## src/hdl/rsr_pkg.sv

```systemverilog
// ----------------------------------------------------------------------------
// Rolling Sharpe ratio package
// Shared constants, codes and the sequencer state type.
// ----------------------------------------------------------------------------
package rsr_pkg;

    localparam int MAX_WINDOW = 256;
    localparam int WP_W       = $clog2(MAX_WINDOW);
    localparam int LEN_W      = 9;
    localparam int AF_W       = 9;
    localparam int RF_W       = 16;
    localparam int PRICE_W    = 32;
    localparam int RET_W      = 32;
    localparam int SUM_W      = 48;
    localparam int SQ_W       = 64;
    localparam int MUL_A_W    = 48;
    localparam int MUL_B_W    = 32;
    localparam int MUL_P_W    = MUL_A_W + MUL_B_W;
    localparam int DVD_W      = 64;
    localparam int DVS_W      = 32;
    localparam int ROOT_W     = 32;
    localparam int PADDR_W    = 4;

    localparam logic [LEN_W-1:0] WIN_LEN_RST = 9'd180;
    localparam logic [AF_W-1:0]  AF_RST      = 9'd365;
    localparam logic [RF_W-1:0]  RF_RST      = 16'd2621;
    localparam logic [LEN_W-1:0] MIN_LEN     = 9'd2;
    localparam logic [LEN_W:0]   MAX_LEN     = 10'(MAX_WINDOW);
    localparam logic [LEN_W:0]   BARS_MAX    = 10'(MAX_WINDOW + 2);

    localparam logic [RET_W-1:0] RET_SAT = 32'h7FFF_FFFF;

    typedef enum logic [1:0] {
        ST_OK         = 2'd0,
        ST_WARMUP     = 2'd1,
        ST_ZERO_DEV   = 2'd2,
        ST_ZERO_PRICE = 2'd3
    } t_status;

    typedef enum logic [1:0] {
        REG_WIN_LEN  = 2'd0,
        REG_ANN_FACT = 2'd1,
        REG_RF_RATE  = 2'd2,
        REG_NONE     = 2'd3
    } t_reg;

    typedef enum logic [3:0] {
        S_IDLE,
        S_RET,
        S_RD,
        S_OLD,
        S_SQO,
        S_SQN,
        S_CHK,
        S_MEAN,
        S_CORR,
        S_SQRT,
        S_NUM,
        S_FDIV,
        S_EMIT
    } t_state;

endpackage

```

## src/hdl/rsr_div.sv

```systemverilog
// ----------------------------------------------------------------------------
// Rolling Sharpe ratio serial divider
// Restoring divider producing one quotient bit per cycle.
// ----------------------------------------------------------------------------
module rsr_div (
    input  logic                       i_clk,
    input  logic                       i_rst_n,
    input  logic                       i_start,
    input  logic [rsr_pkg::DVD_W-1:0]  i_dvd,
    input  logic [rsr_pkg::DVS_W-1:0]  i_dvs,
    output logic                       o_done,
    output logic [rsr_pkg::DVD_W-1:0]  o_quo
);
    import rsr_pkg::*;

    localparam int CNT_W = $clog2(DVD_W + 1);

    logic [DVD_W-1:0] r_q;
    logic [DVS_W-1:0] r_rem;
    logic [DVS_W-1:0] r_dvs;
    logic [CNT_W-1:0] r_cnt;
    logic             r_busy;
    logic             r_done;
    logic [DVS_W:0]   trial;
    logic [DVS_W:0]   diff;

    assign trial = {r_rem, r_q[DVD_W-1]};
    assign diff  = trial - {1'b0, r_dvs};

    always_ff @(posedge i_clk) begin
        if (!i_rst_n) begin
            r_busy <= 1'b0;
            r_done <= 1'b0;
            r_cnt  <= '0;
        end else begin
            r_done <= 1'b0;
            if (i_start) begin
                r_q    <= i_dvd;
                r_rem  <= '0;
                r_dvs  <= i_dvs;
                r_cnt  <= CNT_W'(DVD_W);
                r_busy <= 1'b1;
            end else if (r_busy) begin
                if (trial >= {1'b0, r_dvs}) begin
                    r_rem <= diff[DVS_W-1:0];
                    r_q   <= {r_q[DVD_W-2:0], 1'b1};
                end else begin
                    r_rem <= trial[DVS_W-1:0];
                    r_q   <= {r_q[DVD_W-2:0], 1'b0};
                end
                r_cnt <= r_cnt - 1'b1;
                if (r_cnt == CNT_W'(1)) begin
                    r_busy <= 1'b0;
                    r_done <= 1'b1;
                end
            end
        end
    end

    assign o_done = r_done;
    assign o_quo  = r_q;

endmodule

```

## config.mk

```make
export PLATFORM = sky130hd
export DESIGN_NAME = rsr_div
export DESIGN_NICKNAME = d
export VERILOG_FILES = /design/src/hdl/rsr_pkg.sv /design/src/hdl/rsr_div.sv
export SDC_FILE = /design/constraint.sdc
export NUM_CORES = 1
export LEC_CHECK = 0
export ABC_AREA = 1
export BUFFER_PORTS_ARGS = -buffer_cell sky130_fd_sc_hd__buf_2
export CAP_MARGIN = 5
export CORE_MARGIN = 3
export CORE_UTILIZATION = 56
export CTS_CLUSTER_SIZE = 28
export DETAILED_ROUTE_END_ITERATION = 7
export GPL_TIMING_DRIVEN = 0
export PLACE_DENSITY_LB_ADDON = 0.1
export SKIP_LAST_GASP = 1
export SLEW_MARGIN = 10
export SYNTH_ARGS = -nofsm -noshare
export SYNTH_HDL_FRONTEND = slang
export SYNTH_SLANG_ARGS = --single-unit
export TNS_END_PERCENT = 50
```

## constraint.sdc

```tcl
create_clock -name i_clk -period 3.6 [get_ports i_clk]
set_input_delay 0.72 -clock i_clk [delete_from_list [all_inputs] [get_ports i_clk]]
set_output_delay 0.72 -clock i_clk [all_outputs]
set_load 0.02 [all_outputs]
```

==> summary.md <==
| Metric | Value |
|---|---|
| # Post-CTS Setup Buffers | `0` |
| CTS resizes | `0` |
| HP Class | `in -> reg` |
| Mapped Cells | `1112` |
| I/O pin total | `roughly 160` |
| Hpwl dp | `between 15000 and 20000 um` |
| Die width | `between 100 and 150 um` |
| GR Overflow Total | `0` |
| Via count | `about 7400` |
| Leak | `~5.3 nW` |
| Crit-path max FO | `10` |
| Post-synth top flop | `edfxtp_1` |
| Max incr delay on CP | `0.45 ns` |
| CTS Buf Count | `17` |
| Final core occ | `between 60% and 70%` |
| Power Density | `between 500 and 600 mW/mm^2` |
| Largest net degree at the start of global routing | `59` |
| Total track usage | `between 20 and 30%` |
| Final nets | `1429` |
| Via density | `about 4.9` |
| #FFs+latches synth | `137` |
| Floorplan row count | `44` |
| Top post-synthesis cells by area | `edfxtp_1, nand2_1, inv_1` |
| Post-Route Skew | `between 0.01 and 0.015 ns` |
| Cells after DPL | `~1500` |
| Setup TNS Final | `0 ns` |
| Post-Syn Area | `approximately 0.0084 mm^2` |
| Starting Density | `57.55%` |
| Post-synth EDFFs | `roughly 130` |
| Sequential element share of the synthesized area | `between 40% and 50%` |
| Setup Viol. Count Final | `0` |
| CP endpoint kind | `flop` |
| Fin cells | `between 1000 and 1500` |
| Least-Margin Pin Slew | `a little under 0.8 ns` |
| Crit share post-route | `about 70%` |
| Synthesis-to-layout area growth | `19.79%` |
| Die Footprint | `around 0.017 mm^2` |
| Htree depth | `4` |
| Max Cap Violations | `0` |
| Clk sink count | `137` |
| Setup crit start kind | `flop` |
| Synth Net Count | `~1200` |
| Post-Route WL | `~22000 um` |
| CTS Root Cell | `clkbuf_16` |
| Share of the synthesized area in the top cell type | `around 46%` |
| First-pass GRT wire length | `about 35000 um` |
| Die Y | `roughly 130 um` |
| Router iterations before antenna repair | `5` |
| Async set or reset register ratio after synthesis | `0%` |
| Area taken by multi-input logic gates | `about 0.0036 mm^2` |
| Initial antenna violation count | `0` |
| Worst Path Arrival | `around 2.7 ns` |
| Buf/Inv on CP | `2` |
| TritonCTS clock tree | `done` |
| Drt drc | `0` |
| Share of layout cells above drive strength 1 | `~18%` |
| Final Hold Viols | `0` |
| Antenna viol nets, final | `0` |
| Library cells used by synthesis | `37` |
| Max Clk Rate | `between 300 and 400 MHz` |
| Delay-heaviest family, CP | `simple AND/OR/NAND/NOR gates` |
| Hold-fix buffers, CTS | `0` |
| Max Slew Vio Count | `0` |
| Port Buffers | `between 150 and 200` |
| CP Class | `reg -> reg` |
| Worst skew pair latency | `about 0.43 ns` |
| Fin crit period | `approximately 2.5 ns` |
| Peak supply drop | `approximately 0.00038 V` |
| Top-count cell post-synth | `nand2_1` |
| Longest Clk Path Bufs | `2` |
| Vias in the first global route | `a little over 7000` |
| Critical Path Slowest Stage Cell | `edfxtp_1` |
| Clk slew on worst S/H paths | `approximately 0.060 ns` |
| Fillers | `roughly 1300` |
| Initial DRC count | `roughly 590` |
| Max_slew headroom | `48.50%` |
| Post-synth top cells | `nand2_1, inv_1, edfxtp_1, nor2_1, ha_1` |
| Final GP Congestion | `0.9657` |
| Top cell type by total area after synthesis | `edfxtp_1` |
| Most used cell, CP | `nor2_1` |
| Cells along the critical path | `ha_1 -> nand2_2 -> nor2_1 -> nand2_1 -> nor2_1 -> nand2_1 -> nand2_2 -> nor2_4 -> nand2_4 -> inv_2 -> buf_4 -> nor2_1 -> nor2_1` |
| CP required | `roughly 3.8 ns` |
| Mapped Avg Cell Area | `around 7.6 um^2` |
| WL/cell | `approximately 15 um` |
| RSZ-0062 raised after global routing | `false` |
| Status | `finished, final reports clean` |
| # diodes | `0` |
| Synth Warn # | `0` |
| Core Footprint | `0.01464 mm^2` |
| FF+latch area | `approximately 0.0040 mm^2` |
==> path summary, 6_finish.rpt <==
check	startpoint	to	slack, ns	cells past startpoint
hold / removal	i_dvs[1]	r_dvs[1]	0.46	1
setup / recovery	r_rem[7]	r_rem[8]	1.08	13
hold reg to reg	r_cnt[6]	r_cnt[6]	0.48	2
setup reg to reg	r_rem[7]	r_rem[8]	1.08	13
==> logic make-up (layout without fill, tap and decap cells) <==
family	count (synthesis)	in the layout	share of synthesized area (%)
and+or+nand+nor	696	696	34.17
buffers and inverters	202	398	9.531
DFF	137	137	47.74
adders and majority gates	35	35	5.285
AOI/OAI and AO/OA	27	27	1.707
xor gates and xnor gates	15	15	1.559
==> through the flow <==
step | hold WS (ns) | area [um^2] | total power [mW] | setup slack [ns]
2_1_floorplan | 0.4432 | 8428 | 3.113 | 0.2912
3_3_place_gp | 0.4547 | 9474 | 3.507 | -0.9761
3_5_place_dp | 0.4650 | 9509 | 3.529 | 1.106
4_1_cts | 0.4597 | 10100 | 5.243 | 1.099
5_1_grt | 0.4583 | 10100 | 5.534 | 0.8885
6_report | 0.4633 | 10100 | 5.240 | 1.078
==> cell type report <==
class                      count  share of cell area (%)
sequential                   137                   39.86
multi-input combinational    773                   35.74
timing repair buffer         164                   8.353
inverter                     175                   6.506
clock buffer                  22                   5.019
tap                          184                   2.280
buffer                        27                   1.450
clock inverter                10                  0.7932
==> sequential cells by signal, indices dropped and copies added, names as in the netlist <==
name	count
r_rem	32
o_quo	64
r_busy	1
r_dvs	32
o_done	1
r_cnt	7
==> cells in the final DEF, fill, tap and decap left out, types with 3 or more instances in the layout <==
cell type / instances
nand3_1: 26
nor2_1: 121
nand2_1: 478
buf_2: 169
edfxtp_1: 128
clkbuf_1: 14
clkinv_4: 3
ha_1: 34
xor2_1: 14
clkbuf_16: 19
nand4_1: 5
a21oi_1: 21
buf_6: 4
nand2_2: 7
inv_2: 4
inv_1: 170
nand3b_1: 27
nor3_1: 8
dfxtp_1: 9
nand3_2: 3
nor2_4: 3
and2_1: 9
==> report_power, final <==
group	leakage (nW)	switching [mW]	internal, mW	total (mW)
clock	0.285	0.714	1.01	1.72
sequential	1.31	0.0790	1.95	2.03
combinational	3.69	0.972	0.515	1.49
==> layer usage <==
layer | vias up | part of all wire [%] | routed length (um) | GRT usage, %
met2 | 244 | 47 | 10320 | 44.05
met3 | 29 | 7.9 | 1737 | 6.808
met5 | - | 0 | 0 | 0
met1 | 3303 | 43 | 9358 | 35.59
met4 | 0 | 2.1 | 452 | 8.709
li1 | 3802 | - | - | -
No activity file was read; power rests on OpenSTA's default activity.
