File: src/hdl/rsr_pkg.sv
// ----------------------------------------------------------------------------
// Rolling Sharpe ratio package
// Shared constants, codes and the sequencer state type.
// ----------------------------------------------------------------------------
package rsr_pkg;

    localparam int MAX_WINDOW = 256;
    localparam int WP_W       = $clog2(MAX_WINDOW);
    localparam int LEN_W      = 9;
    localparam int AF_W       = 9;
    localparam int RF_W       = 16;
    localparam int PRICE_W    = 32;
    localparam int RET_W      = 32;
    localparam int SUM_W      = 48;
    localparam int SQ_W       = 64;
    localparam int MUL_A_W    = 48;
    localparam int MUL_B_W    = 32;
    localparam int MUL_P_W    = MUL_A_W + MUL_B_W;
    localparam int DVD_W      = 64;
    localparam int DVS_W      = 32;
    localparam int ROOT_W     = 32;
    localparam int PADDR_W    = 4;

    localparam logic [LEN_W-1:0] WIN_LEN_RST = 9'd180;
    localparam logic [AF_W-1:0]  AF_RST      = 9'd365;
    localparam logic [RF_W-1:0]  RF_RST      = 16'd2621;
    localparam logic [LEN_W-1:0] MIN_LEN     = 9'd2;
    localparam logic [LEN_W:0]   MAX_LEN     = 10'(MAX_WINDOW);
    localparam logic [LEN_W:0]   BARS_MAX    = 10'(MAX_WINDOW + 2);

    localparam logic [RET_W-1:0] RET_SAT = 32'h7FFF_FFFF;

    typedef enum logic [1:0] {
        ST_OK         = 2'd0,
        ST_WARMUP     = 2'd1,
        ST_ZERO_DEV   = 2'd2,
        ST_ZERO_PRICE = 2'd3
    } t_status;

    typedef enum logic [1:0] {
        REG_WIN_LEN  = 2'd0,
        REG_ANN_FACT = 2'd1,
        REG_RF_RATE  = 2'd2,
        REG_NONE     = 2'd3
    } t_reg;

    typedef enum logic [3:0] {
        S_IDLE,
        S_RET,
        S_RD,
        S_OLD,
        S_SQO,
        S_SQN,
        S_CHK,
        S_MEAN,
        S_CORR,
        S_SQRT,
        S_NUM,
        S_FDIV,
        S_EMIT
    } t_state;

endpackage

File: src/hdl/rsr_sqrt.sv
// ----------------------------------------------------------------------------
// Rolling Sharpe ratio serial square root
// Digit-by-digit integer square root, one result bit per cycle.
// ----------------------------------------------------------------------------
module rsr_sqrt (
    input  logic                        i_clk,
    input  logic                        i_rst_n,
    input  logic                        i_start,
    input  logic [rsr_pkg::SQ_W-1:0]    i_val,
    output logic                        o_done,
    output logic [rsr_pkg::ROOT_W-1:0]  o_root
);
    import rsr_pkg::*;

    localparam int CNT_W = $clog2(ROOT_W + 1);
    localparam int REM_W = ROOT_W + 2;

    logic [SQ_W-1:0]   r_v;
    logic [REM_W-1:0]  r_rem;
    logic [ROOT_W-1:0] r_root;
    logic [CNT_W-1:0]  r_cnt;
    logic              r_busy;
    logic              r_done;
    logic [REM_W+1:0]  part;
    logic [REM_W+1:0]  trial;

    assign part  = {r_rem, r_v[SQ_W-1:SQ_W-2]};
    assign trial = {2'b00, r_root, 2'b01};

    always_ff @(posedge i_clk) begin
        if (!i_rst_n) begin
            r_busy <= 1'b0;
            r_done <= 1'b0;
            r_cnt  <= '0;
        end else begin
            r_done <= 1'b0;
            if (i_start) begin
                r_v    <= i_val;
                r_rem  <= '0;
                r_root <= '0;
                r_cnt  <= CNT_W'(ROOT_W);
                r_busy <= 1'b1;
            end else if (r_busy) begin
                r_v <= {r_v[SQ_W-3:0], 2'b00};
                if (part >= trial) begin
                    r_rem  <= REM_W'(part - trial);
                    r_root <= {r_root[ROOT_W-2:0], 1'b1};
                end else begin
                    r_rem  <= REM_W'(part);
                    r_root <= {r_root[ROOT_W-2:0], 1'b0};
                end
                r_cnt <= r_cnt - 1'b1;
                if (r_cnt == CNT_W'(1)) begin
                    r_busy <= 1'b0;
                    r_done <= 1'b1;
                end
            end
        end
    end

    assign o_done = r_done;
    assign o_root = r_root;

endmodule

File: config.mk
export PLATFORM = sky130hd
export DESIGN_NAME = rsr_sqrt
export DESIGN_NICKNAME = d
export VERILOG_FILES = /design/src/hdl/rsr_pkg.sv /design/src/hdl/rsr_sqrt.sv
export SDC_FILE = /design/constraint.sdc
export NUM_CORES = 1
export LEC_CHECK = 0
export BUFFER_PORTS_ARGS = -buffer_cell sky130_fd_sc_hd__buf_4
export CAP_MARGIN = 30
export CORE_ASPECT_RATIO = 0.5
export CORE_UTILIZATION = 46
export CTS_CLUSTER_DIAMETER = 120
export DETAILED_ROUTE_END_ITERATION = 10
export PLACE_DENSITY = 0.66
export SETUP_SLACK_MARGIN = 0.5
export SKIP_CTS_REPAIR_TIMING = 1
export SYNTH_ARGS = -nofsm -noshare
export SYNTH_HDL_FRONTEND = slang
export SYNTH_SLANG_ARGS = --single-unit
File: constraint.sdc
create_clock -name i_clk -period 7.45 [get_ports i_clk]
set_clock_uncertainty 0.1 [all_clocks]
set_input_delay 0.3725 -clock i_clk [delete_from_list [all_inputs] [get_ports i_clk]]
set_output_delay 0.3725 -clock i_clk [all_outputs]
set_load 0.005 [all_outputs]
==> results of run 1 <==
[stage by stage]
stage	area (um^2)	power (mW)	setup WS [ns]	util, %	hold WS, ns
floorplan	7640	1.35	2.89	-	0.354
global placement	8550	1.46	3.87	54.0	0.366
detailed placement	8570	1.47	3.74	54.2	0.379
CTS	9120	2.27	3.71	57.6	0.101
global route	9120	2.36	3.50	57.6	0.106
finish	9120	2.25	3.74	57.6	0.121
[cell usage after synthesis, types with 3 or more instances]
library cell	count	area, um^2
o21ai_0	21	105
nand2_1	30	113
inv_1	46	173
nor2_1	77	289
o21bai_1	5	37.5
and2_1	4	25.0
edfxtp_1	130	3900
nand4_1	6	37.5
and4_1	3	26.3
mux2_2	62	698
ha_1	36	450
xor2_1	19	166
a21boi_0	3	22.5
nor4_1	3	18.8
o211ai_1	5	37.5
a31oi_1	7	43.8
nor3_1	9	45.0
clkbuf_1	21	78.8
o21a_1	9	67.6
nor2b_1	5	31.3
dfxtp_1	8	160
a21oi_1	28	140
xnor2_1	11	96.3
nand3_1	13	65.1
or3_1	3	18.8
buf_1	4	15.0
a21o_1	19	143
and3_1	8	50.1
mux2i_1	23	230
[kinds of logic after synthesis]
logic type                 synth area share, %
adders and majority gates                 5.89
and+or+nand+nor                           10.7
xor gates and xnor gates                  3.44
buffers and inverters                     4.21
DFF                                       53.2
AOI/OAI and AO/OA                         10.5
muxes                                     12.1
[registers in the layout, summed over array words and instances, names as in the netlist]
| register | count |
|---|---|
| r_v | 64 |
| r_busy | 1 |
| o_done | 1 |
| r_rem | 34 |
| o_root | 32 |
| r_cnt | 6 |
[worst paths after layout]
kind / start / end / cells past startpoint
worst max-delay path: o_root[8] / r_rem[10] / 12
worst min-delay path: i_rst_n / r_cnt[5] / 2
worst max register to register: o_root[8] / r_rem[10] / 12
worst min register to register: r_cnt[0] / r_cnt[0] / 2
[cell type report]
cell class | count | area share (%)
clock inverter | 12 | 0.933
multi-input combinational | 442 | 35.8
inverter | 46 | 1.89
sequential | 138 | 44.6
clock buffer | 20 | 5.02
timing repair buffer | 103 | 8.70
tap | 221 | 3.03
[where the power goes]
group / total, mW / switching (mW) / internal (mW)
combinational: 0.495 / 0.269 / 0.226
clock: 0.798 / 0.349 / 0.449
sequential: 0.958 / 0.0274 / 0.931
[worst max-delay path: stages (launching register included)]
cell	delay, ns
edfxtp_1	0.38
inv_1	0.08
ha_1	0.38
and4_4	0.27
nand3_2	0.08
nor4_2	0.26
nand2_1	0.08
o221a_1	0.22
a211o_1	0.34
a21oi_4	0.45
buf_4	0.44
nand2_1	0.22
o32ai_2	0.23
[layer usage]
metal  routed length [um]  vias up  track usage, %  share of wire [%]
li1                     -     2590               -                  -
met3                  990       17            7.05                6.4
met1                 7500     2473            25.2                 48
met2                 6800      110            30.3                 44
met4                  189        0            5.69                1.2
met5                    0        -               0                  0
==> impl_metrics.toml, run 1 <==
[clock_tree]
clkTransAtPathRegs_ns = 0.07
htreeDepth = 4
root_buffer = "clkbuf_16"
clockBufferDepth = 2
cts_sinks = 138
cts_tree = "built"
clock_latency_ns = 0.43
cts_buffers = 17

[logic_synthesis]
syn-cell-area_um2 = 7640
yosysWarnings = 0
synth_seq_cells = 138
synth.yosys.seq_area_share_pct = 53.2
ys_types = 59
ys.flop_type = "edfxtp_1"
synth_edf_count = 130
synthCells = 657
syn_nets = 760
async_flop_share_pct = 0
syn_area_per_cell_um2 = 11.6

[routing]
drc_errors = 0
drt-total-wl_mm = 15.5
drt_iter0_markers = 321
wl_per_cell_um = 15.8
ant_nets = 0
firstDrtPassIters = 4
via_count = 5190
via_per_inst = 5.29

[sta]
hold_viol = 0
relSlewSlack_pct = 49.7
fmax_mhz = 270
fin_setup_tns_ns = 0
timing.final.crit_period_ns = 3.71
period_share_pct = 49.8
final-max-slew-violation-count = 0
tightest_slew_ns = 0.755
rsz0062_at_grt = "false"
setup_viol = 0

[floorplanning]
ios = 100
die_h_um = 93.2
num_rows = 32
design.die.area_um2 = 17200
initial_core_util_pct = 48.3
die-width_um = 184
core_area_um2 = 15800

[pwr]
p_leak_nw = 3.80
power_density_nw_per_um2 = 247
vdd.ir_drop.worst_uv = 163

[final_layout]
diodes = 0
seqCellArea_um2 = 4060
mostFrequentLayoutCell = "edfxtp_1"
layout_common_cells = "130 x edfxtp_1, 102 x buf_4, 77 x nor2_1"
n_fill_cell = 1360
area_growth_pct = 19.2
multi_input_area_um2 = 3270
drive_gt1_share_pct = 27.3
layout.nets = 851
final_cells = 982

[setup_path]
reg2reg_slack_ns = 3.74
crit_path_max_fanout = 20
crit_path_end_kind = "flop"
crit_required_ns = 7.61
critPathKind = "flop to flop"
start_kind = "flop"
crit_arrival_ns = 3.87

[flow_run]
drv_cap = 0

[grt]
grt_antenna_before_repair = 0
grt_pass1_vias = 5195
gr-total-overflow = 0
grt_pass1_wl_mm = 25.6
grt_max_degree = 74
grt_util_all_layers_pct = 19.4

[outcome]
status = "finished clean"

[hold_path]
min_path_type = "input pin to flop"

[placement]
dp.cells = 950
io_buffers = 99
dp_hpwl_mm = 10.7
gp_congestion = 0.847
Note: power is estimated with default switching activity, not from simulation.
==> run 2: changes to the inputs <==
- PLACE_DENSITY: 0.66 -> 0.68
- clock period: 7.45 -> 3.2 ns (I/O delays scaled with it)
==> impl_metrics.toml, run 2 (same netlist as run 1, synthesis figures left out) <==
[outcome]
status = "finished clean"

[routing]
via_per_inst = 5.37
drt-total-wl_mm = 18.0
drc_errors = 0
firstDrtPassIters = 5
drt_iter0_markers = 399
wl_per_cell_um = 16.7
via_count = 5807
ant_nets = 0

[clock_tree]
clkTransAtPathRegs_ns = 0.07
cts_tree = "built"
cts_buffers = 17
root_buffer = "clkbuf_16"
clockBufferDepth = 2
cts_sinks = 138
clock_latency_ns = 0.43
htreeDepth = 4

[placement]
dp.cells = 965
io_buffers = 99
gp_congestion = 0.863
dp_hpwl_mm = 11.1

[flow_run]
drv_cap = 0

[grt]
grt_max_degree = 96
gr-total-overflow = 0
grt_pass1_vias = 5377
grt_util_all_layers_pct = 19.7
grt_pass1_wl_mm = 26.4
grt_antenna_before_repair = 0

[final_layout]
diodes = 0
layout.nets = 951
layout_common_cells = "130 x edfxtp_1, 129 x buf_4, 76 x nor2_1"
mostFrequentLayoutCell = "edfxtp_1"
drive_gt1_share_pct = 35.2
largest-register = "r_v"
area_growth_pct = 37.8
largest_reg_flops = 64
final_cells = 1082

[pwr]
power_density_nw_per_um2 = 551
p_leak_nw = 4.29
vdd.ir_drop.worst_uv = 417

[sta]
hold_viol = 0
relSlewSlack_pct = 51.8
hold_ws_ns = 0.125
fin_setup_tns_ns = 0
tightest_slew_ns = 0.720
setup_viol = 0
period_share_pct = 93.0
rsz0062_at_grt = "true"
final-max-slew-violation-count = 0
timing.final.crit_period_ns = 2.97
fmax_mhz = 336

[setup_path]
crit_path_max_fanout = 7
crit_required_ns = 3.27
slowest_delay_ns = 0.44
cp.buffers_inverters = 2
critPathKind = "flop to flop"
crit_arrival_ns = 3.04
start_kind = "flop"
crit_path_end_kind = "flop"
crit_chain = "ha_4, and4_4, nand3_2, nor4_2, nand2_1, o221a_1, a211o_4, a21oi_4, buf_12, clkbuf_16, mux2i_1, nor2_1"
crit_family = "compound AO/OA/AOI/OAI gates"
worst_path_max_delay_cell = "edfxtp_1"

[floorplanning]
ios = 100
initial_core_util_pct = 48.3
die_h_um = 93.2
num_rows = 32
design.die.area_um2 = 17200
core_area_um2 = 15800
die-width_um = 184

[hold_path]
min_path_type = "input pin to flop"
[run 2: cell types whose count changed in the layout (fill, tap and decap cells not counted), moves of 6 or more]
cell           change
a21oi_1            -6
ha_4              +10
dlygate4sd3_1     +65
a21oi_2            +6
buf_4             +27
ha_1              -15
o21ai_0            -7
[run 2: final timing paths]
check	slack, ns	endpoint	start	depth (start not counted)
setup reg to reg	0.23	r_rem[20]	r_rem[8]	12
setup / recovery	0.23	r_rem[20]	r_rem[8]	12
hold / removal	0.13	r_busy	i_start	2
hold reg to reg	0.40	r_cnt[0]	r_cnt[0]	2
[run 2: where the power goes]
part           internal (mW)  switching (mW)
combinational          0.782           0.761
clock                   1.17           0.841
sequential              2.17          0.0790
total                   4.12            1.68
[run 2: stage by stage]
stage	power [mW]	setup WS, ns	util (%)	instance area (um^2)
finish	5.80	0.226	66.6	10500
global route	6.05	0.138	66.6	10500
CTS	5.52	0.0932	59.4	9400
detailed placement	3.51	0.130	55.7	8800
global placement	3.48	0.174	55.7	8800
floorplan	3.18	0.396	-	7800
[run 2: worst reg2reg max path: stages (launching register included)]
cell and delay (ns):
edfxtp_1 0.44, ha_4 0.33, and4_4 0.23, nand3_2 0.08, nor4_2 0.14, nand2_1 0.08, o221a_1 0.23, a211o_4 0.38
a21oi_4 0.15, buf_12 0.15, clkbuf_16 0.15, mux2i_1 0.19, nor2_1 0.07
[run 2: final cells by class]
| cell class | instances | area (um^2) |
|---|---|---|
| sequential | 138 | 4060 |
| fill | 1166 | 5280 |
| multi-input combinational | 443 | 3650 |
| tap | 221 | 277 |
| clock inverter | 14 | 163 |
| clock buffer | 18 | 429 |
| inverter | 46 | 173 |
| timing repair buffer | 202 | 1770 |
[run 2: routing by layer]
| layer | global-route usage [%] | vias to the layer above | wire [um] |
|---|---|---|---|
| li1 | - | 2791 | - |
| met4 | 6.81 | 0 | 304 |
| met2 | 30.4 | 159 | 8530 |
| met5 | 0 | - | 0 |
| met1 | 26.1 | 2827 | 8340 |
| met3 | 6.35 | 30 | 845 |
