## src/hdl/rsr_pkg.sv

```systemverilog
// ----------------------------------------------------------------------------
// Rolling Sharpe ratio package
// Shared constants, codes and the sequencer state type.
// ----------------------------------------------------------------------------
package rsr_pkg;

    localparam int MAX_WINDOW = 256;
    localparam int WP_W       = $clog2(MAX_WINDOW);
    localparam int LEN_W      = 9;
    localparam int AF_W       = 9;
    localparam int RF_W       = 16;
    localparam int PRICE_W    = 32;
    localparam int RET_W      = 32;
    localparam int SUM_W      = 48;
    localparam int SQ_W       = 64;
    localparam int MUL_A_W    = 48;
    localparam int MUL_B_W    = 32;
    localparam int MUL_P_W    = MUL_A_W + MUL_B_W;
    localparam int DVD_W      = 64;
    localparam int DVS_W      = 32;
    localparam int ROOT_W     = 32;
    localparam int PADDR_W    = 4;

    localparam logic [LEN_W-1:0] WIN_LEN_RST = 9'd180;
    localparam logic [AF_W-1:0]  AF_RST      = 9'd365;
    localparam logic [RF_W-1:0]  RF_RST      = 16'd2621;
    localparam logic [LEN_W-1:0] MIN_LEN     = 9'd2;
    localparam logic [LEN_W:0]   MAX_LEN     = 10'(MAX_WINDOW);
    localparam logic [LEN_W:0]   BARS_MAX    = 10'(MAX_WINDOW + 2);

    localparam logic [RET_W-1:0] RET_SAT = 32'h7FFF_FFFF;

    typedef enum logic [1:0] {
        ST_OK         = 2'd0,
        ST_WARMUP     = 2'd1,
        ST_ZERO_DEV   = 2'd2,
        ST_ZERO_PRICE = 2'd3
    } t_status;

    typedef enum logic [1:0] {
        REG_WIN_LEN  = 2'd0,
        REG_ANN_FACT = 2'd1,
        REG_RF_RATE  = 2'd2,
        REG_NONE     = 2'd3
    } t_reg;

    typedef enum logic [3:0] {
        S_IDLE,
        S_RET,
        S_RD,
        S_OLD,
        S_SQO,
        S_SQN,
        S_CHK,
        S_MEAN,
        S_CORR,
        S_SQRT,
        S_NUM,
        S_FDIV,
        S_EMIT
    } t_state;

endpackage

```

## src/hdl/rsr_mul.sv

```systemverilog
// ----------------------------------------------------------------------------
// Rolling Sharpe ratio serial multiplier
// Shift-and-add multiplier taking one bit of the second operand per cycle.
// ----------------------------------------------------------------------------
module rsr_mul (
    input  logic                         i_clk,
    input  logic                         i_rst_n,
    input  logic                         i_start,
    input  logic [rsr_pkg::MUL_A_W-1:0]  i_a,
    input  logic [rsr_pkg::MUL_B_W-1:0]  i_b,
    output logic                         o_done,
    output logic [rsr_pkg::MUL_P_W-1:0]  o_prod
);
    import rsr_pkg::*;

    localparam int CNT_W = $clog2(MUL_B_W + 1);

    logic [MUL_P_W-1:0] r_acc;
    logic [MUL_P_W-1:0] r_a;
    logic [MUL_B_W-1:0] r_b;
    logic [CNT_W-1:0]   r_cnt;
    logic               r_busy;
    logic               r_done;

    always_ff @(posedge i_clk) begin
        if (!i_rst_n) begin
            r_busy <= 1'b0;
            r_done <= 1'b0;
            r_cnt  <= '0;
        end else begin
            r_done <= 1'b0;
            if (i_start) begin
                r_acc  <= '0;
                r_a    <= MUL_P_W'(i_a);
                r_b    <= i_b;
                r_cnt  <= CNT_W'(MUL_B_W);
                r_busy <= 1'b1;
            end else if (r_busy) begin
                if (r_b[0]) begin
                    r_acc <= r_acc + r_a;
                end
                r_a   <= {r_a[MUL_P_W-2:0], 1'b0};
                r_b   <= {1'b0, r_b[MUL_B_W-1:1]};
                r_cnt <= r_cnt - 1'b1;
                if (r_cnt == CNT_W'(1)) begin
                    r_busy <= 1'b0;
                    r_done <= 1'b1;
                end
            end
        end
    end

    assign o_done = r_done;
    assign o_prod = r_acc;

endmodule

```

## config.mk

```make
export PLATFORM = sky130hd
export DESIGN_NAME = rsr_mul
export DESIGN_NICKNAME = d
export VERILOG_FILES = /design/src/hdl/rsr_pkg.sv /design/src/hdl/rsr_mul.sv
export SDC_FILE = /design/constraint.sdc
export NUM_CORES = 1
export LEC_CHECK = 0
export ABC_AREA = 1
export BUFFER_PORTS_ARGS = -buffer_cell sky130_fd_sc_hd__buf_4
export CORE_MARGIN = 3
export CORE_UTILIZATION = 45
export CTS_CLUSTER_DIAMETER = 80
export DETAILED_ROUTE_END_ITERATION = 8
export PLACE_DENSITY = 0.65
export SETUP_SLACK_MARGIN = 0.15
export SYNTH_ARGS = -nofsm -noshare
export SYNTH_HDL_FRONTEND = slang
export SYNTH_SLANG_ARGS = --single-unit
```

## constraint.sdc

```tcl
create_clock -name i_clk -period 15.4 [get_ports i_clk]
set_clock_uncertainty 0.1 [all_clocks]
set_input_delay 1.54 -clock i_clk [delete_from_list [all_inputs] [get_ports i_clk]]
set_output_delay 1.54 -clock i_clk [all_outputs]
set_load 0.03 [all_outputs]
```

==> results.yml, run 1 <==
cells_and_area:
  fin_nets: 2552
  layout_commonest_cell: "nand2_1"
  post-route-util: 0.530
  final_cell_mix: "864 x nand2_1, 394 x inv_1, 231 x nor2_1"
  n_antenna_cell: 0
  drive_above_1_share: 0.125
  synthToLayoutAreaGrowth_pct: 15.1
logic_synthesis:
  async_flop_share: 0
  synth-seq-cells: 200
  synth_cell_types: 36
  yosys_most_used_dff: "edfxtp_1"
  avgSynthCellArea_sq_um: 6.77
  seq_area_frac_synth: 0.392
  mappedNetlistNets: 2395
  yosysWarnings: 0
  synth_cells: 2230
  synth_edf_count: 192
  synth_area_sq_mm: 0.0151
critical_path:
  crit_slowest_cell: "buf_4"
  startpoint: "i_start"
  crit_path_frequent_cell: "buf_4"
  rrSetupSlack_ns: 12.39
  worst-endpoint-required_ns: 15.38
  crit_path_cell_trace: "buf_4 > inv_4 > a21oi_4 > buf_4 > buf_4"
  path_buf_inv: 4
  end_kind: "flip-flop"
  slowest_delay_ns: 0.78
  crit_arrival_ns: 4.14
  worstSetupStartpointType: "input port"
  r2r-start: "o_prod[44]"
  cp_max_fo: 61
  critical_path_class: "input port to flip-flop"
  worst_r2r_path_depth: 10
  critical_path_depth: 5
  r2r-end: "o_prod[78]"
  endpoint: "r_a[67]"
  crit_family: "buffers and inverters"
placement:
  gp_congestion: 0.994
  dp_hpwl_um: 38900
  io_buffers: 163
  pre_cts_slack_ns: 10.72
timing:
  rsz0062_at_grt: "no"
  layout_setup_ws_ns: 11.25
  slew_violations: 0
  final-hold-violation-count: 0
  setup-tns-final_ns: 0
  timing.final.crit_share: 0.270
  tightest_slew_ns: 1.14
  slew_headroom: 0.241
  setup_viol: 0
  fmax_mhz: 241
  fin_crit_ns: 4.15
power:
  vdd_drop_max_mv: 0.0867
  power_leakage_nw: 8.81
  p_per_area_mw_per_mm2: 93.9
route:
  drt_wl_total_um: 48100
  vias: 14200
  drt-pass1-iter-count: 5
  ant_nets: 0
  wire_per_inst_um: 16.9
  drt_iter0_drc: 1142
  viasPerCell: 5.00
  drc: 0
clock_tree:
  cts_tree: "yes"
  clkTransAtPathRegs_ns: 0.08
  numClockSinks: 200
  cts_setup_buffers: 0
  cts_hold_buf: 0
  cts.htree.levels: 4
  cts_buffers: 17
  cts_resized: 0
  clock_latency_ns: 0.48
  cts-root-buf: "clkbuf_16"
  clockBufferDepth: 2
floorplanning:
  row_count: 66
  core_region_area_sq_mm: 0.0328
  ios: 164
  die_area_sq_mm: 0.0358
  dieWidth_um: 189
  initial_core_util: 0.461
  die_y_um: 189
grt:
  grt_util_all_layers: 0.269
  grt_pass1_vias: 13300
  grt_max_degree: 105
  antenna_found_initial: 1
  grt_pass1_wl_um: 73500
  overflow: 0
status:
  run_status: "finished clean"
hold_path:
  hold_path_class: "flip-flop to flip-flop"
job:
  maxCapViolCount: 0
-- cell usage after synthesis (all sizes together) (2+ instances only) --
cell type / n / area share
nand3: 73 / 0.029
nor3: 7 / 0.0027
nand4: 3 / 0.0012
nand3b: 3 / 0.0017
buf: 4 / 0.0012
ha: 81 / 0.067
clkbuf: 26 / 0.0078
nand2: 885 / 0.22
o21bai: 17 / 0.0090
clkinv: 3 / 0.00075
and2: 2 / 0.00091
a21oi: 156 / 0.052
edfxtp: 192 / 0.38
o21a: 5 / 0.0025
nor4: 7 / 0.0029
nor2: 278 / 0.079
dfxtp: 8 / 0.011
inv: 408 / 0.10
o21ai: 67 / 0.022
-- power breakdown --
group,switching [W],total [W],internal (W)
Combinational,0.000348,0.000501,0.000153
Sequential,0.0000243,0.000673,0.000649
Clock,0.000241,0.000458,0.000216
-- flip-flops by register name, summed over array words and instances (netlist names) --
signal	flops
o_done	1
o_prod	80
r_b	32
r_cnt	6
r_a	80
r_busy	1
-- worst min path at each step --
stage | from | end | slack, ns | cells after the start
after CTS | r_cnt[4] | r_cnt[4] | 0.39 | 2
after detailed placement | r_cnt[4] | r_cnt[4] | 0.38 | 2
after global placement | r_cnt[4] | r_cnt[4] | 0.36 | 2
after global routing | r_cnt[4] | r_cnt[4] | 0.42 | 2
after floorplan | r_cnt[4] | r_cnt[4] | 0.35 | 2
final | r_cnt[4] | r_cnt[4] | 0.39 | 2
-- tightest hold or removal path, cell delays in order, from the launching register on --
cell     delay, ns
dfxtp_1       0.33
inv_1         0.07
a21oi_1       0.05
-- cells by family (layout without fill, tap and decap cells) --
| kind of cell | after synthesis | in the layout | synth area share |
|---|---|---|---|
| DFF | 200 | 200 | 0.392 |
| adders and majority gates | 82 | 82 | 0.0685 |
| and+or+nand+nor | 1259 | 1259 | 0.341 |
| AOI/OAI and AO/OA | 247 | 247 | 0.0864 |
| buffers and inverters | 441 | 611 | 0.111 |
| xor gates and xnor gates | 1 | 1 | 0.000580 |
-- cell type report --
type	count	area, sq um
Tap cell	442	553
Multi-Input combinational cell	1589	7510
Inverter	411	1550
Sequential cell	200	5930
Fill cell	3373	15400
Clock inverter	15	151
Timing Repair Buffer	168	1260
Clock buffer	17	425
-- layer usage --
metal	global-route usage	wire, um	up-vias
met1	0.398	23600	6514
met5	0	20	-
met4	0.0650	718	2
li1	-	-	7256
met2	0.409	20800	409
met3	0.0465	2920	36
-- metrics by stage --
stage	cells	power, W	hold slack, ns	instance area, sq um
6_report	2842	0.00163	0.391	17400
4_1_cts	2842	0.00164	0.392	17400
5_1_grt	2842	0.00172	0.423	17400
3_3_place_gp	2810	0.00117	0.364	16800
3_5_place_dp	2810	0.00118	0.381	16800
2_1_floorplan	2230	0.00101	0.352	15100
Power figures use the tool's default switching activity.
==> run 2, diff against run 1 <==
--- a/config.mk
+++ b/config.mk
@@ -11,7 +11,7 @@
 export CORE_UTILIZATION = 45
 export CTS_CLUSTER_DIAMETER = 80
 export DETAILED_ROUTE_END_ITERATION = 8
-export PLACE_DENSITY = 0.65
+export PLACE_DENSITY = 0.67
 export SETUP_SLACK_MARGIN = 0.15
 export SYNTH_ARGS = -nofsm -noshare
 export SYNTH_HDL_FRONTEND = slang
==> constraint.sdc (replaced) <==
create_clock -name i_clk -period 3.8 [get_ports i_clk]
set_clock_uncertainty 0.1 [all_clocks]
set_input_delay 0.38 -clock i_clk [delete_from_list [all_inputs] [get_ports i_clk]]
set_output_delay 0.38 -clock i_clk [all_outputs]
set_load 0.03 [all_outputs]
==> results.yml, run 2 (synthesis gave the netlist of run 1 again) <==
timing:
  tightest_slew_ns: 0.869
  setup_viol: 0
  slew_headroom: 0.420
  timing.final.crit_share: 0.831
  final-hold-violation-count: 0
  setup-tns-final_ns: 0
  fmax_mhz: 317
  slew_violations: 0
  whs_ns: 0.0660
  fin_crit_ns: 3.16
  rsz0062_at_grt: "no"
clock_tree:
  clockBufferDepth: 2
  cts.htree.levels: 4
  cts_resized: 0
  clkTransAtPathRegs_ns: 0.08
  cts_buffers: 17
  clock_latency_ns: 0.47
  numClockSinks: 200
  cts_tree: "yes"
  cts_setup_buffers: 0
  cts_hold_buf: 0
  cts-root-buf: "clkbuf_16"
route:
  vias: 14400
  drt-pass1-iter-count: 6
  viasPerCell: 5.08
  ant_nets: 0
  drc: 0
  wire_per_inst_um: 17.6
  drt_iter0_drc: 1268
  drt_wl_total_um: 50000
critical_path:
  critical_path_class: "flip-flop to flip-flop"
  worst_r2r_path_depth: 12
  crit_family: "simple AND/OR/NAND/NOR gates"
  crit_arrival_ns: 3.33
  cp_max_fo: 5
  crit_slowest_cell: "edfxtp_1"
  end_kind: "flip-flop"
  crit_path_cell_trace: "ha_1 > nand2_2 > inv_1 > nand2_1 > nand2_1 > inv_1 > nand2_1 > a21oi_1 > nand3_2 > nand2_2 > a21oi_1 > nor2_1"
  crit_path_frequent_cell: "nand2_1"
  worst-endpoint-required_ns: 3.98
  worstSetupStartpointType: "flip-flop"
  critical_path_depth: 12
  path_buf_inv: 2
  slowest_delay_ns: 0.53
job:
  maxCapViolCount: 0
placement:
  io_buffers: 163
  gp_congestion: 0.996
  numPlacedInstances: 2812
  dp_hpwl_um: 39800
cells_and_area:
  drive_above_1_share: 0.126
  final_cell_mix: "864 x nand2_1, 394 x inv_1, 231 x nor2_1"
  fin_nets: 2554
  stdcell_count: 2845
  synthToLayoutAreaGrowth_pct: 15.6
  post-route-util: 0.532
  layout_commonest_cell: "nand2_1"
grt:
  grt_max_degree: 113
  grt_util_all_layers: 0.281
  grt_pass1_vias: 13900
  overflow: 0
  antenna_found_initial: 0
  grt_pass1_wl_um: 77300
floorplanning:
  row_count: 66
  dieWidth_um: 189
  ios: 164
  core_region_area_sq_mm: 0.0328
  die_y_um: 189
  initial_core_util: 0.461
  die_area_sq_mm: 0.0358
power:
  p_total_w: 0.00675
  power_leakage_nw: 8.83
  vdd_drop_max_mv: 0.337
  p_per_area_mw_per_mm2: 387
hold_path:
  hold-path-cell-count: 3
  hold_path_class: "input port to flip-flop"
status:
  run_status: "finished clean"
==> run 2: changes by cell type in the layout (fill, tap and decap cells not counted), sizes merged <==
cell	previous run	this run
clkinv	9	6
clkinvlp	1	4
inv	416	414
buf	168	170
diode	0	1
bufinv	0	2
==> run 2: power breakdown <==
group | switching (W) | internal [W]
Sequential | 0.000101 | 0.00263
Combinational | 0.00143 | 0.000627
Clock | 0.000966 | 0.000999
==> run 2: per-layer routing <==
| layer | up-vias | global-route usage | part of all wire |
|---|---|---|---|
| met1 | 6607 | 0.412 | 0.47 |
| met3 | 61 | 0.0509 | 0.080 |
| li1 | 7252 | - | - |
| met2 | 522 | 0.424 | 0.42 |
| met4 | 0 | 0.0831 | 0.024 |
| met5 | - | 0 | 0 |
==> run 2: final timing paths <==
check	startpoint	to	slack [ns]
setup / recovery	o_prod[41]	o_prod[75]	0.64
hold / removal	i_rst_n	r_cnt[5]	0.07
setup reg to reg	o_prod[41]	o_prod[75]	0.64
hold reg to reg	r_cnt[0]	r_cnt[0]	0.40
==> run 2: worst register-to-register path, delay by kind of cell, from the launching register on <==
family / cells / cell delay [ns]
AOI/OAI and AO/OA: 2 / 0.48
adders and majority gates: 1 / 0.50
buffers and inverters: 2 / 0.13
DFF: 1 / 0.53
and+or+nand+nor: 7 / 1.23
==> run 2: layout make-up <==
class	instances	area [sq um]
Antenna cell	1	2.50
Clock buffer	17	425
Clock inverter	15	184
Fill cell	3325	15300
Inverter	411	1560
Multi-Input combinational cell	1589	7510
Sequential cell	200	5930
Tap cell	442	553
Timing Repair Buffer	170	1290
==> run 2: per-stage QoR <==
step	cell area, sq um	setup slack (ns)
after floorplan	15100	-0.738
after global placement	16800	0.774
after detailed placement	16800	0.836
after CTS	17400	0.794
after global routing	17400	0.642
final	17400	0.643
